===== src/rtl/bpws_pkg.sv =====
package bpws_pkg;

  // Fixed-point scale: radii carry 8 fraction bits (radius = isqrt(d^2 << 16) / 2).
  localparam int RAD_SHIFT    = 16;
  localparam int CTR_SHIFT    = 14;
  // Extra root bits beyond the coordinate width.
  localparam int ROOT_GUARD   = 9;
  localparam int FACTOR_WIDTH = 8;

  typedef logic [FACTOR_WIDTH-1:0] factor_t;

  localparam factor_t FACTOR_RESET = factor_t'(2);

endpackage


===== src/rtl/bpws_front.sv =====
module bpws_front #(
  parameter int W  = 16,
  parameter int RW = W + 9
) (
  input  logic                clk,
  input  logic                rst,
  input  logic                advance,
  input  logic                in_valid,
  input  logic signed [W-1:0] umnx,
  input  logic signed [W-1:0] umny,
  input  logic signed [W-1:0] umxx,
  input  logic signed [W-1:0] umxy,
  input  logic signed [W-1:0] vmnx,
  input  logic signed [W-1:0] vmny,
  input  logic signed [W-1:0] vmxx,
  input  logic signed [W-1:0] vmxy,
  output logic                rad_valid,
  output logic [2*RW-1:0]     rad_u,
  output logic [2*RW-1:0]     rad_v,
  output logic [2*RW-1:0]     rad_c
);

  // Stage 1: side widths and doubled center offsets.
  logic              v1;
  logic signed [W:0]   wux, wuy, wvx, wvy;
  logic signed [W+1:0] cx, cy;
  // Stage 2: magnitudes.
  logic              v2;
  logic [W-1:0]      mux, muy, mvx, mvy;
  logic [W:0]        mcx, mcy;
  // Stage 3: squares.
  logic              v3;
  logic [2*W-1:0]    sux, suy, svx, svy;
  logic [2*W+1:0]    scx, scy;
  // Stage 4: sums, scaled into the radicands.
  logic              v4;
  logic [2*W:0]      su, sv;
  logic [2*W+2:0]    sc;

  function automatic logic signed [W:0] sx1(input logic signed [W-1:0] a);
    sx1 = $signed({a[W-1], a});
  endfunction

  function automatic logic signed [W+1:0] sx2(input logic signed [W-1:0] a);
    sx2 = $signed({a[W-1], a[W-1], a});
  endfunction

  function automatic logic [W-1:0] absw(input logic signed [W:0] a);
    logic signed [W:0] n;
    n = -a;
    absw = a[W] ? n[W-1:0] : a[W-1:0];
  endfunction

  function automatic logic [W:0] absc(input logic signed [W+1:0] a);
    logic signed [W+1:0] n;
    n = -a;
    absc = a[W+1] ? n[W:0] : a[W:0];
  endfunction

  always_ff @(posedge clk) begin
    if (rst) begin
      v1 <= 1'b0;
      v2 <= 1'b0;
      v3 <= 1'b0;
      v4 <= 1'b0;
    end else if (advance) begin
      v1 <= in_valid;
      v2 <= v1;
      v3 <= v2;
      v4 <= v3;
    end
  end

  always_ff @(posedge clk) begin
    if (advance) begin
      wux <= sx1(umxx) - sx1(umnx);
      wuy <= sx1(umxy) - sx1(umny);
      wvx <= sx1(vmxx) - sx1(vmnx);
      wvy <= sx1(vmxy) - sx1(vmny);
      cx  <= (sx2(umxx) + sx2(umnx)) - (sx2(vmxx) + sx2(vmnx));
      cy  <= (sx2(umxy) + sx2(umny)) - (sx2(vmxy) + sx2(vmny));

      mux <= absw(wux);
      muy <= absw(wuy);
      mvx <= absw(wvx);
      mvy <= absw(wvy);
      mcx <= absc(cx);
      mcy <= absc(cy);

      sux <= mux * mux;
      suy <= muy * muy;
      svx <= mvx * mvx;
      svy <= mvy * mvy;
      scx <= mcx * mcx;
      scy <= mcy * mcy;

      su <= {1'b0, sux} + {1'b0, suy};
      sv <= {1'b0, svx} + {1'b0, svy};
      sc <= {1'b0, scx} + {1'b0, scy};
    end
  end

  assign rad_valid = v4;
  assign rad_u = {1'b0, su, {bpws_pkg::RAD_SHIFT{1'b0}}};
  assign rad_v = {1'b0, sv, {bpws_pkg::RAD_SHIFT{1'b0}}};
  assign rad_c = {1'b0, sc, {bpws_pkg::CTR_SHIFT{1'b0}}};

endmodule


===== config.mk =====
export PLATFORM = sky130hd
export DESIGN_NAME = bpws_front
export DESIGN_NICKNAME = d
export VERILOG_FILES = /design/src/rtl/bpws_pkg.sv /design/src/rtl/bpws_front.sv
export SDC_FILE = /design/constraint.sdc
export NUM_CORES = 2
export LEC_CHECK = 0
export ABC_AREA = 1
export BUFFER_PORTS_ARGS = -buffer_cell sky130_fd_sc_hd__buf_4
export CAP_MARGIN = 0
export CORE_MARGIN = 1.5
export CORE_UTILIZATION = 30
export DETAILED_ROUTE_END_ITERATION = 6
export GPL_ROUTABILITY_DRIVEN = 0
export SLEW_MARGIN = 0
export SYNTH_ARGS = -nofsm -noshare
export SYNTH_HDL_FRONTEND = slang
export SYNTH_SLANG_ARGS = --single-unit

===== constraint.sdc =====
create_clock -name clk -period 17.25 [get_ports clk]
set_input_delay 5.175 -clock clk [delete_from_list [all_inputs] [get_ports clk]]
set_output_delay 5.175 -clock clk [all_outputs]
set_load 0.05 [all_outputs]

Word-level counts from Yosys, hierarchy flattened
Cells that the tools add are included.
{ "op_classes": {"bitwise": 0, "div": 0, "order_cmp": 0, "n_addsub": 19, "n_mul": 6, "n_eq_ne": 0, "reduce_logical": 0, "n_shift": 0, "mux": 6} }
{ "op_table": {"columns": ["op", "count"], "rows": [
  ["16-bit by 16-bit multiplier with 32-bit output", 4],
  ["16-bit by 16-bit adder with 17-bit output", 4],
  ["17-bit by 17-bit multiplier with 34-bit output", 2],
  ["16-bit by 16-bit subtractor with 17-bit output", 4],
  ["32-bit by 32-bit adder with 33-bit output", 2],
  ["16-bit two-way mux", 4],
  ["16-bit negator", 4],
  ["17-bit by 17-bit subtractor with 18-bit output", 2],
  ["34-bit by 34-bit adder with 35-bit output", 1],
  ["17-bit two-way mux", 2],
  ["17-bit negator", 2]
]} }
{ "word_totals": {"ram_bits": 0, "in_bits": 132, "output_inout_bits": 151, "n_memories": 0, "wordCells": 56, "ff_bits": 503, "romBits": 0, "latch_bits": 0} }

Depth between registers and ports, before layout
{ "depth": {"ltp_word": 2, "ltp_mapped": 27, "depth_no_buf": 25} }

Worst setup path before layout
Ideal clock, no wire load.
{ "synth_timing": {"kind": "input to register", "start": "input port vmnx[0]", "end": "register cx[14] (data pin)", "t_required_ns": 16.998, "cell_stages": 14, "setup_time_ns": 0.252, "arrival_ns": 7.488, "n_path_buf": 0, "setup_slack_ns": 9.510, "cell_sequence": "inv_1 fa_1 inv_1 fa_1 inv_1 ha_1 inv_1 fa_1 o21ai_2 nand2_1 nand2_1 nand3_1 nand3_1 nand2_1"} }
{ "synth_via": {"elab_chain_cells": 2} }
{ "synth_lines": {"columns": ["item", "line", "text"], "rows": [
  ["from (decl)", "bpws_front.sv:13", "input logic signed [W-1:0] vmnx,"],
  ["16-bit by 16-bit adder with 17-bit output", "bpws_front.sv:80", "cx <= (sx2(umxx) + sx2(umnx)) - (sx2(vmxx) + sx2(vmnx));"],
  ["17-bit by 17-bit subtractor with 18-bit output", "bpws_front.sv:80", null],
  ["to (signal assigned)", "bpws_front.sv:80", null],
  ["to (decl)", "bpws_front.sv:26", "logic signed [W+1:0] cx, cy;"]
]} }
No other way between the ends.
A chain may end at the register's enable or synchronous reset.

Worst setup path in the final report
{ "layout_timing": {"start": "input port umnx[0]", "end": "register cx[16] (data pin)"} }
{ "layout_via": {"elab_chain_cells": 2} }
{ "layout_lines": {"columns": ["item", "line", "text"], "rows": [
  ["from (decl)", "bpws_front.sv:9", "input logic signed [W-1:0] umnx,"],
  ["16-bit by 16-bit adder with 17-bit output", "bpws_front.sv:80", null],
  ["17-bit by 17-bit subtractor with 18-bit output", "bpws_front.sv:80", null]
]} }
No other way between the ends.

==> reports/summary.md <==
The run finished with clean final reports. Leaving out fill and tap cells, the most frequent cells in the layout are 2969 x nand2_1, 2853 x inv_1, 1108 x fa_1. In this run the remaining antenna-violating nets after routing total 0. The most critical setup path has its startpoint at umnx[0].

Leaving out fill and tap cells, the most frequent cell in the layout is nand2_1. For the worst-skew pair, the clock arrives at the later sink with an insertion delay of 0.70 ns. The initial antenna violation count was 12. The total overflow left after global routing is 0. The headroom to the max-slew limit came out at 0.290.

The floorplan step set the die height to 524 um. In the synthesized netlist the dominant register cell turns out to be edfxtp_1. Yosys mapped the design onto 41 distinct sky130hd cell types. For the worst setup path, the data required time is 17.71 ns. Setup violations remaining at the end of the flow were counted as 0. The global-route usage over all layers was 0.148; the total of cells resized after clock tree synthesis was 0. Along the worst hold path, the cell count comes to 2. The maximum clock frequency was 130 MHz.

The length in cells of the worst reg-to-reg path is 19, and the total vias in the final route is 61143. For the finished layout, the period the worst path requires is 7.71 ns. The die outline area is 0.274 sq mm. The number of max-capacitance violations reported came out at 0. The synthesized design contains 493 enable-type register cells. STA classifies the critical path endpoint as a flop. The fraction of synthesized cell area taken by the top area cell type is 0.273, and the synthesized area per cell is 7.79 sq um. The startpoint identified for the worst register-to-register timing path is mvx[9].

The boundary pin count was 283. For the pin with the worst max-slew slack, the measured transition is 1.06 ns. For this run, design rule violations remaining after detail routing come to 0. The final critical-path share of the clock period came out at 0.447. STA puts the critical path data arrival time at 8.16 ns. The share of post-route cells with drive strength above 1 came out at 0.0381.

TritonCTS built the clock tree. Summed over all nets, the half-perimeter wirelength after detailed placement is 168 mm. In the final routed layout, each cell accounts on average for 14.0 um.

The post-synthesis instance total was 10436. Clock input transition at the sequential cells of the worst setup and hold paths: 0.07 ns. The run gives 0 as the count of hold buffers inserted by post-cts repair. The tools report the global-route wire length before repair as 326 mm. Wires add up to 198 mm.

The logs give 62212 for the via count of the first global-routing pass and 0 for the post-CTS setup-driven buffer insertion count. The logs give 0.183 for the part of the Yosys area used for sequential elements and 0.0813 sq mm for the post-synthesis instance area. The floorplan has 190 rows. Starting density of the core: 0.303.

The worst min-delay path class is reg2reg. The width of the chip is 524 um, and the final-stage net count is 12631. The number of hold violations in the final report came out at 0. The clock drives 497 sinks.

After detailed routing, the number of vias per cell comes to 4.32. The synthesized flop and latch total works out to 497. Yosys attributes the largest share of cell area to fa_1 27%, edfxtp_1 18%, nand2_1 14%. Setup repair after global routing left no endpoint under its margin. The number of synthesis warnings came out at 0. Entering global routing, the biggest net connects 79 pins.

The endpoint identified for the worst register-to-register timing path is svx[30]. The worst setup path is of the in2reg kind. The H-tree was split into 3 levels.

No sink is reached through more buffers than the 3 on the longest clock path. The area growth from synthesis to final layout is 9.22%, and the largest driver fanout on the critical path is 3. The worst setup slack for register-to-register paths is 11.14 ns. The startpoint class of the critical path was a primary input. The core region is 0.269 sq mm. The synthesized design spends more area on one cell type than any other, namely fa_1. The logs give 0 ns for the final setup TNS and 6 for the detailed-router iteration count before antenna repair.

Buffers inserted during clock tree synthesis total 66. For the max-slew violation total from the final report, the log shows 0. Buffers placed on the I/O ports in this run total 233. The end point of the critical path is cx[16]. For the final worst clock skew, the log shows 0.0502 ns. The cell at the root of the clock tree was clkbuf_16. The share of synthesized registers carrying an async set or reset is 0, and the violation count after the first detailed-route iteration is 3409.
[metal layers]
layer / vias up / GRT usage / wire length (um)
met4: 6 / 0.0300 / 3490
met2: 1064 / 0.258 / 96000
met5: - / 0 / 45
met3: 185 / 0.0181 / 8570
li1: 30965 / - / -
met1: 28923 / 0.197 / 90200
[sequential cells by signal (all words and copies together), names as in the netlist, 18 cells and up]
name and cells:
sc 35, scx 33, scy 33, su 33, sv 33, sux 31, suy 31, svx 31
svy 31, cx 18, cy 18
[worst max-delay path: stages]
cell      delay (ns)
buf_4           0.12
fa_1            0.57
inv_1           0.06
fa_1            0.42
inv_1           0.06
ha_1            0.41
inv_1           0.16
fa_1            0.50
o21ai_2         0.22
nand2_1         0.07
nand2_1         0.13
nand3b_1        0.11
nand3_1         0.08
nand2_1         0.05
[worst min-delay path by stage]
| stage | from | endpoint | slack [ns] |
|---|---|---|---|
| 6_report | v3 | rad_valid | 0.44 |
| 5_1_grt | v3 | rad_valid | 0.47 |
| 4_1_cts | v3 | rad_valid | 0.45 |
| 3_5_place_dp | wvy[0] | mvy[0] | 0.44 |
| 3_3_place_gp | wvy[0] | mvy[0] | 0.44 |
| 2_1_floorplan | mcx[0] | scx[0] | 0.42 |
[area by class of cell]
type	count	area [sq um]
clock inverter	32	430
clock buffer	81	1740
multi-input combinational	6882	54700
timing repair buffer	242	1820
fill	28556	180000
inverter	2856	10700
tap	3552	4440
sequential	497	14900
antenna	1	2.50
[kinds of logic after synthesis]
kind of cell / count (synthesis) / synth area share
flip-flops: 497 / 0.183
other: 1 / 0.0000461
AND/OR/NAND/NOR: 4109 / 0.203
adder cells (fa/ha/maj): 1954 / 0.403
buffers and inverters: 3105 / 0.146
XOR/XNOR: 319 / 0.0344
AO/OA/AOI/OAI: 451 / 0.0311
[synthesized netlist by cell type, types with 2 or more instances]
library cell	n
clkbuf_1	192
nand2_2	22
nand3_2	4
a21oi_2	2
nor3_1	61
o21bai_1	64
buf_4	49
inv_1	2853
buf_2	6
edfxtp_1	493
nand3_1	386
xor2_1	262
a21oi_1	265
buf_1	2
nor2_1	529
xnor2_1	57
ha_1	846
and2_1	8
nor2_2	10
nand4_1	70
nor3_2	10
nand3b_1	16
o21ai_2	4
dfxtp_1	4
a21o_1	24
o21a_1	7
o21ai_0	76
fa_1	1108
nand2_1	2969
or2_2	13
inv_2	3
nor4_1	8
o21ai_1	5
[stage by stage]
stage,util,area [sq um],setup WS [ns],std cells,hold WS [ns]
global route,0.331,88800,9.38,14142,0.475
global placement,0.322,86600,8.76,14029,0.441
floorplan,-,81500,9.51,10484,0.424
detailed placement,0.322,86600,8.78,14029,0.439
finish,0.331,88800,9.54,14143,0.445
CTS,0.331,88800,9.57,14142,0.448
Power is left out: the tool's default activity adds up to more than one toggle a clock period on the data nets, which glitch-free logic cannot reach.
